### src/design/xtks_pkg.sv
`timescale 1ns / 1ps
`default_nettype none
package xtks_pkg;

    localparam int VALUE_BITS_DEF = 18;
    localparam int MAX_ITEMS_DEF  = 65536;
    localparam int OP_BITS        = 2;
    localparam int OPERAND_BITS   = 18;
    localparam int SUM_BITS       = 34;
    localparam int S_TDATA_BITS   = 24;
    localparam int M_TDATA_BITS   = 40;

    typedef enum logic [1:0] {
        OP_INSERT = 2'd0,
        OP_REMOVE = 2'd1,
        OP_XOR    = 2'd2,
        OP_QUERY  = 2'd3
    } op_t;

    typedef enum logic [3:0] {
        ST_CLEAR,
        ST_IDLE,
        ST_CHK_RD,
        ST_CHK,
        ST_UPD_RD,
        ST_UPD_WR,
        ST_Q_RD,
        ST_Q_STEP,
        ST_FIN_MUL,
        ST_FIN_ACC,
        ST_FIN_OUT
    } state_t;

    typedef enum logic [1:0] {
        ADDR_CLEAR,
        ADDR_CHECK,
        ADDR_WALK,
        ADDR_PREF
    } addr_sel_t;

    typedef struct packed {
        logic      accept;
        logic      mask_upd;
        addr_sel_t addr_sel;
        logic      ram_we;
        logic      clr_step;
        logic      walk_init;
        logic      walk_step;
        logic      q_init;
        logic      q_step;
        logic      fin_init;
        logic      fin_step;
        logic      out_load;
    } cmd_t;

    typedef struct packed {
        logic clr_done;
        logic chk_ok;
        logic lvl_zero;
        logic out_free;
        op_t  op;
        op_t  in_op;
    } sts_t;

endpackage
`default_nettype wire

### src/design/xtks_ctrl.sv
`timescale 1ns / 1ps
`default_nettype none
module xtks_ctrl (
    input  wire logic           aclk,
    input  wire logic           aresetn,
    input  wire logic           s_tvalid,
    output logic                s_tready,
    input  wire xtks_pkg::sts_t sts,
    output xtks_pkg::cmd_t      cmd
);

    xtks_pkg::state_t state_reg;
    xtks_pkg::state_t state_next;

    always_ff @(posedge aclk) begin
        if (!aresetn) begin
            state_reg <= xtks_pkg::ST_CLEAR;
        end else begin
            state_reg <= state_next;
        end
    end

    always_comb begin
        state_next   = state_reg;
        cmd          = '0;
        cmd.addr_sel = xtks_pkg::ADDR_WALK;
        s_tready     = 1'b0;
        case (state_reg)
            xtks_pkg::ST_CLEAR: begin
                cmd.addr_sel = xtks_pkg::ADDR_CLEAR;
                cmd.ram_we   = 1'b1;
                cmd.clr_step = 1'b1;
                if (sts.clr_done) begin
                    state_next = xtks_pkg::ST_IDLE;
                end
            end
            xtks_pkg::ST_IDLE: begin
                s_tready = 1'b1;
                if (s_tvalid) begin
                    if (sts.in_op == xtks_pkg::OP_XOR) begin
                        cmd.mask_upd = 1'b1;
                    end else begin
                        cmd.accept = 1'b1;
                        state_next = xtks_pkg::ST_CHK_RD;
                    end
                end
            end
            xtks_pkg::ST_CHK_RD: begin
                cmd.addr_sel = xtks_pkg::ADDR_CHECK;
                state_next   = xtks_pkg::ST_CHK;
            end
            xtks_pkg::ST_CHK: begin
                cmd.addr_sel = xtks_pkg::ADDR_CHECK;
                if (sts.op == xtks_pkg::OP_QUERY) begin
                    cmd.q_init = 1'b1;
                    state_next = xtks_pkg::ST_Q_RD;
                end else if (sts.chk_ok) begin
                    cmd.walk_init = 1'b1;
                    state_next    = xtks_pkg::ST_UPD_RD;
                end else begin
                    // drop: store full or value absent
                    state_next = xtks_pkg::ST_IDLE;
                end
            end
            xtks_pkg::ST_UPD_RD: begin
                state_next = xtks_pkg::ST_UPD_WR;
            end
            xtks_pkg::ST_UPD_WR: begin
                cmd.ram_we    = 1'b1;
                cmd.walk_step = 1'b1;
                state_next    = sts.lvl_zero ? xtks_pkg::ST_IDLE : xtks_pkg::ST_UPD_RD;
            end
            xtks_pkg::ST_Q_RD: begin
                cmd.addr_sel = xtks_pkg::ADDR_PREF;
                state_next   = xtks_pkg::ST_Q_STEP;
            end
            xtks_pkg::ST_Q_STEP: begin
                cmd.addr_sel = xtks_pkg::ADDR_PREF;
                cmd.q_step   = 1'b1;
                state_next   = sts.lvl_zero ? xtks_pkg::ST_FIN_MUL : xtks_pkg::ST_Q_RD;
            end
            xtks_pkg::ST_FIN_MUL: begin
                cmd.fin_init = 1'b1;
                state_next   = xtks_pkg::ST_FIN_ACC;
            end
            xtks_pkg::ST_FIN_ACC: begin
                cmd.fin_step = 1'b1;
                if (sts.lvl_zero) begin
                    state_next = xtks_pkg::ST_FIN_OUT;
                end
            end
            xtks_pkg::ST_FIN_OUT: begin
                // hold until the output register is free
                if (sts.out_free) begin
                    cmd.out_load = 1'b1;
                    state_next   = xtks_pkg::ST_IDLE;
                end
            end
            default: begin
                state_next = xtks_pkg::ST_IDLE;
            end
        endcase
    end

endmodule
`default_nettype wire

### config.mk
export PLATFORM = sky130hd
export DESIGN_NAME = xtks_ctrl
export DESIGN_NICKNAME = d
export VERILOG_FILES = /design/src/design/xtks_pkg.sv /design/src/design/xtks_ctrl.sv
export SDC_FILE = /design/constraint.sdc
export NUM_CORES = 1
export LEC_CHECK = 0
export BUFFER_PORTS_ARGS = -buffer_cell sky130_fd_sc_hd__buf_2
export CAP_MARGIN = 20
export CORE_AREA = 2 2 39 41
export CTS_CLUSTER_DIAMETER = 80
export DETAILED_ROUTE_END_ITERATION = 8
export DIE_AREA = 0 0 41 43
export PLACE_DENSITY = 0.66
export SYNTH_ARGS = -nofsm -noshare
export SYNTH_HDL_FRONTEND = slang
export SYNTH_SLANG_ARGS = --single-unit
### constraint.sdc
create_clock -name aclk -period 1.5 [get_ports aclk]
set_input_delay 0.15 -clock aclk [delete_from_list [all_inputs] [get_ports aclk]]
set_output_delay 0.15 -clock aclk [all_outputs]
set_load 0.1 [all_outputs]
Word level (Yosys, flattened, before mapping)
Index checks and enable logic that the tools add are counted.
{"block": "word_totals", "reg_bits": 4, "latch_bits": 0, "ramBits": 0, "mem_bits_ro": 0, "inputBits": 11, "out_inout_bits": 14, "word_cells": 52, "mem_count": 0}
{"block": "op_classes", "n_addsub": 0, "n_mul": 0, "div_mod_pow": 0, "order_cmp": 0, "n_eq_ne": 17, "n_shift": 0, "mux": 29, "bitwise_logic": 0, "n_reduce_logical": 5}
{"cell": "4-bit one-hot mux with 11 select lines", "count": 1}
{"cell": "4-bit two-way mux", "count": 7}
{"cell": "4-bit by 3-bit == test with 1-bit output (second input constant)", "count": 4}
{"cell": "1-bit two-way mux", "count": 16}
{"cell": "4-bit == test (second input constant)", "count": 3}
{"cell": "2-bit != test (second input constant)", "count": 5}
{"cell": "4-bit by 2-bit == test with 1-bit output (second input constant)", "count": 2}
{"cell": "3-bit two-way mux", "count": 2}
{"cell": "2-bit one-hot mux with 3 select lines", "count": 1}
{"cell": "2-bit OR reduction", "count": 3}
{"cell": "5-bit AND reduction", "count": 1}
{"cell": "2-bit == test (second input constant)", "count": 2}
{"cell": "4-bit by 1-bit == test with 1-bit output (second input constant)", "count": 1}
{"cell": "4-bit zero test", "count": 1}
{"cell": "2-bit two-way mux", "count": 2}

Logic depth before layout (Yosys ltp)
Gate-level depths: netlist of run 1.
{"block": "depth", "ltp_word": 4, "mapped_depth": 5, "ltp_nobuf": 4}

Least setup slack after synthesis of run 1
Ideal clock, no wire load.
{"block": "synth_timing", "path_kind": "register to output", "start": "register state_reg[3]", "end": "output cmd[12] (netlist name)", "arrival_ps": 3917, "required_time_ps": 1350, "path_slack_ps": -2567, "stages_incl_launch_ff": 4, "path_buffers": 1, "path_cell_list": "dfxtp_1 > buf_6 > nor4b_4 > nor3b_1"}
{"element": "start: declaration", "line": "xtks_ctrl.sv:12", "text": "xtks_pkg::state_t state_reg;"}
{"element": "start signal: assignment", "line": "xtks_ctrl.sv:17", "text": "state_reg <= xtks_pkg::ST_CLEAR;"}
{"element": "start signal: assignment", "line": "xtks_ctrl.sv:19", "text": "state_reg <= state_next;"}
{"element": "end: declaration", "line": "xtks_ctrl.sv:9", "text": "output xtks_pkg::cmd_t cmd"}

==> results of run 1 <==
[worst max-delay path: cells and delay by family, from the launching register on]
family	cells	cell delay [ns]
AND/OR/NAND/NOR	2	0.62
flip-flops	1	0.36
buffers and inverters	1	0.20
[cell type report]
class | instances | area, um2
fill | 82 | 265
timing repair buffer | 44 | 500
clock buffer | 3 | 22.5
inverter | 3 | 11.3
sequential | 4 | 92.6
tap | 16 | 20.0
multi-input combinational | 53 | 472
[logic make-up after synthesis]
group           after synthesis  share of synthesized area (%)
simple gates                 36                           48.2
compound gates               17                           26.3
buf+inv                       7                           8.85
flops                         4                           16.7
[power by group through the flow]
stage          Combinational (W)  Clock, W  Sequential [W]
4_1_cts                 0.000455  0.000137        0.000117
6_report                0.000470  0.000139        0.000120
3_3_place_gp            0.000432         0        0.000123
3_5_place_dp            0.000438         0        0.000124
5_1_grt                 0.000486  0.000144        0.000121
2_1_floorplan           0.000277         0        0.000121
[layout by cell type (no fill, tap or decap), types with 2 or more instances in the layout]
cell type	Yosys	final
a21oi_1	3	3
buf_12	0	15
buf_2	1	10
buf_4	2	17
buf_6	1	2
clkbuf_4	0	3
dfxtp_4	0	3
inv_1	3	3
nand2_1	4	3
nand2b_1	6	4
nand2b_4	0	2
nand3b_1	3	3
nor2_1	7	2
nor2_4	0	4
nor2b_1	2	2
nor3b_1	3	2
o21ai_0	2	2
[synthesized netlist by cell type, drive strengths merged (2+ instances only)]
cell,number,area share (%)
o21ai,3,3.9
buf,4,6.5
nor2,7,5.5
o2111ai,2,3.6
dfxtp,4,17
and3,2,2.9
nand3b,3,4.7
a21oi,4,4.9
nand2b,6,7.8
nor2b,2,2.6
nor3,2,2.1
nor3b,3,4.7
nand2,4,3.1
inv,3,2.3
[metal layers]
metal  vias to the layer above  global-route usage (%)
met2                        23                    37.5
met1                       322                    31.5
met5                         -                       0
li1                        320                       -
met4                         0                    4.67
met3                         2                    5.76
[through the flow]
stage / std cells / utilization [%]
CTS: 121 / 77.9
global placement: 108 / 68.7
finish: 123 / 80.8
global route: 123 / 80.8
detailed placement: 108 / 68.7
floorplan: 64 / -
[how the worst max path moves through the flow]
stage               cells past startpoint       to         start
global placement                        4   cmd[8]  state_reg[1]
CTS                                     3  cmd[12]  state_reg[1]
detailed placement                      4   cmd[8]  state_reg[1]
global route                            3  cmd[12]  state_reg[0]
finish                                  3  cmd[12]  state_reg[1]
floorplan                               3  cmd[12]  state_reg[3]
[what timing repair did]
action                                  in CTS  in global routing
pin swaps                                    3                  5
hold endpoints to repair                     0                  0
setup buffers                               10                  3
endpoints found under the setup margin      10                  9
resized for setup                           11                  5
==> out/qor.txt, run 1 <==
CP Class - reg2out
Seq/Total Area, Yosys - 16.7%
Largest net degree at the start of global routing - 14
Setup Slack @ Placement - 0.0842 ns
Setup TNS - -0.125 ns
Req. time, crit path - 1.35 ns
First-pass GRT wire length - 2840 um
CP arrival - 1.43 ns
Cell Area, Synth - 480 um2
Unrepaired setup endpoints after global routing - true
Peak VDD IR - 0.000532 V
Met2 WL - 1070 um
Relative slew slack - 72.5%
Placed cell areas - 951 um2
Gr ovfl total - 0
Slowest CP cell - dfxtp_4
Port bufs - 24
DRT Wirelength - 1980 um
Initial DRT Pass Iterations - 4
Initial antenna violation count - 0
Clk pwr share - 19.0%
CTS Sinks - 4
Post-route DRC - 0
Sw Share - 46.7%
Leakage dissipation - 0.452 nW
Net Switching - 0.000340 W
Gr usage total - 23.7%
DR iter-0 viols - 6
Die Span X - 41 um
Crit. End Element - output port
Seq pwr share - 16.4%
HP Class - in2reg
Worst hold path depth - 2
Hold WS - 0.135 ns
HP Start - aresetn
Max_cap viols - 0
Clk buf depth - 2
Average vias per placed instance - 5.42
Area grow syn2layout - 133%
Reg2reg setup slack - 0.01 ns
CP peak stage delay - 0.36 ns
CP Launch Type - flip-flop
Power Total - 0.000729 W
Final antenna-violating net count - 0
Hold worst-path end - state_reg[2]
Net count, final - 120
Final Hold Viols - 0
CTS H-tree depth - 1
Syn_area_per_cell - 7.51 um2
DIE HEIGHT - 43 um
Reg2reg start - state_reg[3]
Die area - 0.00176 mm2
Reg2Reg Capture Point - state_reg[1]
Library cells used by synthesis - 34
Int Pwr - 0.000388 W
Reg2Reg Depth - 5
Syn. warnings - 0
CORE AREA - 0.00138 mm2
Routability cong. - 0.895
Number of global-route vias before repair - 625
Routed len/inst - 16.1 um
Primary FF master, synth - dfxtp_1
Layout cells sized above 1 - 69.2%
Setup ws final - -0.0767 ns
Pwr Density - 651 mW/mm2
Max FFs per register - 4
Via count - 667
Failing checks - negative setup slack
Hpwl dp - 1150 um
Hold-fix buffers at CTS - 0
Clock Pin Slew Worst Setup and Hold Paths - 0.04 ns
Period utilisation layout - 105%
Max FO, Critical Path - 5
Root Driver - clkbuf_4
Combinational share of power - 64.5%
Crit-path cells - nor4b_4 > nor3b_4 > buf_12
Design Area, Final - 0.00112 mm2
Least-Margin Pin Slew - 0.412 ns
Total CTS buffers - 3
Final Skew - 0.00187 ns
Final Max Tran Viols - 0
Status - complete, but fails checks
CTS tree - done
Max frequency - 634 MHz
Post-synth ARST share - 0%
Clk Latency, worst-skew pair - 0.24 ns
Final min period - 1.58 ns
Met1 wire length - 820 um
Synthesized Nets - 75
FP Rows - 14
Diode count - 0
Initial Util - 34.7%
IO Pins - 25
Number of synthesized flops with an enable pin - 0
Post-Syn Instances - 64
Setup violations, final - 4
Highest routed layer - met4
Register bit count reported by yosys - 4
Metal3 WL - 87 um
(Power assumes the default switching activity.)
==> run 2, diff against run 1 <==
Clock period 1.5 ns to 2.05 ns, I/O delays scaled along.
==> run 2 against run 1 <==
Compared with the run above: the flow now finishes without violations; flip-flop and latch count stayed put; register-to-register slack better by 0.52 ns; worst setup slack better by 0.21 ns; non-clock buffer count is 19 lower.
==> out/qor.txt, run 2 (synthesis results as in run 1) <==
Least-Margin Pin Slew - 0.487 ns
Design Area, Final - 694 um2
Area grow syn2layout - 44.5%
Post-CTS Resized - 0
Placed cell areas - 672 um2
DRT Wirelength - 1230 um
IO Pins - 25
Relative slew slack - 67.8%
Port bufs - 24
Final antenna-violating net count - 0
Most frequent cells in the layout - 22 x buf_2, 6 x nand2b_1, 4 x nand2_1
Net count, final - 101
Peak VDD IR - 0.000378 V
Diode count - 0
Clk Latency, worst-skew pair - 0.24 ns
DIE HEIGHT - 43 um
Delay-heaviest family, CP - flip-flops
HP Class - in2reg
Max_cap viols - 0
Routability cong. - 0.771
Initial DRT Pass Iterations - 4
CTS Sinks - 4
Worst Path Buf+Inv - 1
Max FO, Critical Path - 13
Final Max Tran Viols - 0
Period utilisation layout - 93.6%
Die area - 0.00176 mm2
Initial Util - 34.7%
Die Span X - 41 um
Leakage dissipation - 0.310 nW
CTS tree - done
Clock Pin Slew Worst Setup and Hold Paths - 0.04 ns
FP Rows - 14
Post-CTS Setup Bufs - 0
Slowest CP cell - dfxtp_1
Gr usage total - 17.3%
CP arrival - 1.71 ns
Crit-path cells - nand2b_1 > nor2_4 > or2_4 > buf_2
Max frequency - 521 MHz
Hold-fix buffers at CTS - 0
Number of global-route vias before repair - 518
Clk pwr share - 23.8%
Int Pwr - 0.000208 W
Seq pwr share - 22.7%
Initial antenna violation count - 0
Clk buf depth - 2
Average vias per placed instance - 5.26
CP peak stage delay - 0.60 ns
Max FFs per register - 4
CORE AREA - 0.00138 mm2
Gr ovfl total - 0
DR iter-0 viols - 14
Post-route DRC - 0
CTS H-tree depth - 1
Hpwl dp - 967 um
Via count - 547
Setup violations, final - 0
Util after Layout - 50.2%
Largest net degree at the start of global routing - 17
Combinational share of power - 53.5%
Pwr Density - 610 mW/mm2
Final min period - 1.92 ns
Status - finished, final reports clean
Sw Share - 50.8%
CP Launch Type - flip-flop
Unrepaired setup endpoints after global routing - false
Final Skew - 0.00411 ns
First-pass GRT wire length - 2090 um
Most common cell after layout, fill and taps aside - buf_2
Net Switching - 0.000215 W
Req. time, crit path - 1.85 ns
Total CTS buffers - 3
Final Hold Viols - 0
Crit. End Element - output port
Layout cells sized above 1 - 48.9%
Routed len/inst - 11.9 um
CP Class - reg2out
Root Driver - clkbuf_4
## run 2: cell types whose count changed in the layout (fill, tap and decap cells not counted), moves of 2 or more
cell and delta:
buf_12 -13, buf_2 +12, buf_4 -16, buf_6 -2, dfxtp_1 +2, dfxtp_4 -3
nand2b_1 +2, nand2b_4 -2, nor2_2 +2, nor2_4 -3
## run 2: layout make-up
| cell class | instances | area (um2) |
|---|---|---|
| sequential | 4 | 82.6 |
| tap | 16 | 20.0 |
| fill | 144 | 689 |
| clock buffer | 3 | 22.5 |
| inverter | 3 | 11.3 |
| multi-input combinational | 53 | 400 |
| timing repair buffer | 25 | 158 |
## run 2: layer usage
metal | global-route usage (%) | vias up | share of wire (%)
met3 | 4.71 | 0 | 5.7
met4 | 8.00 | 0 | 0
li1 | - | 284 | -
met2 | 28.7 | 18 | 52
met5 | 0 | - | 0
met1 | 19.2 | 245 | 42
## run 2: worst paths after layout
kind / cells past startpoint / start / to / slack, ns
min reg2reg: 2 / state_reg[1] / state_reg[1] / 0.72
min: 2 / aresetn / state_reg[2] / 0.20
max: 4 / state_reg[0] / cmd[8] / 0.13
max reg2reg: 4 / state_reg[0] / state_reg[3] / 0.53
## run 2: through the flow
step,TNS (ns),setup slack (ns),hold slack (ns),instances,total power (W)
after global placement,0,0.412,0.425,101,0.000323
after global routing,0,0.0109,0.226,104,0.000441
final,0,0.132,0.198,104,0.000423
after floorplan,-1.49,-0.768,0.322,64,0.000285
after detailed placement,0,0.385,0.434,101,0.000324
after CTS,0,0.126,0.191,104,0.000427
## run 2: power by group through the flow
stage	logic, W	registers [W]	clock network, W
global placement	0.000226	0.0000972	0
global route	0.000238	0.0000980	0.000105
finish	0.000226	0.0000962	0.000101
CTS	0.000227	0.0000961	0.000104
detailed placement	0.000227	0.0000974	0
floorplan	0.000196	0.0000883	0
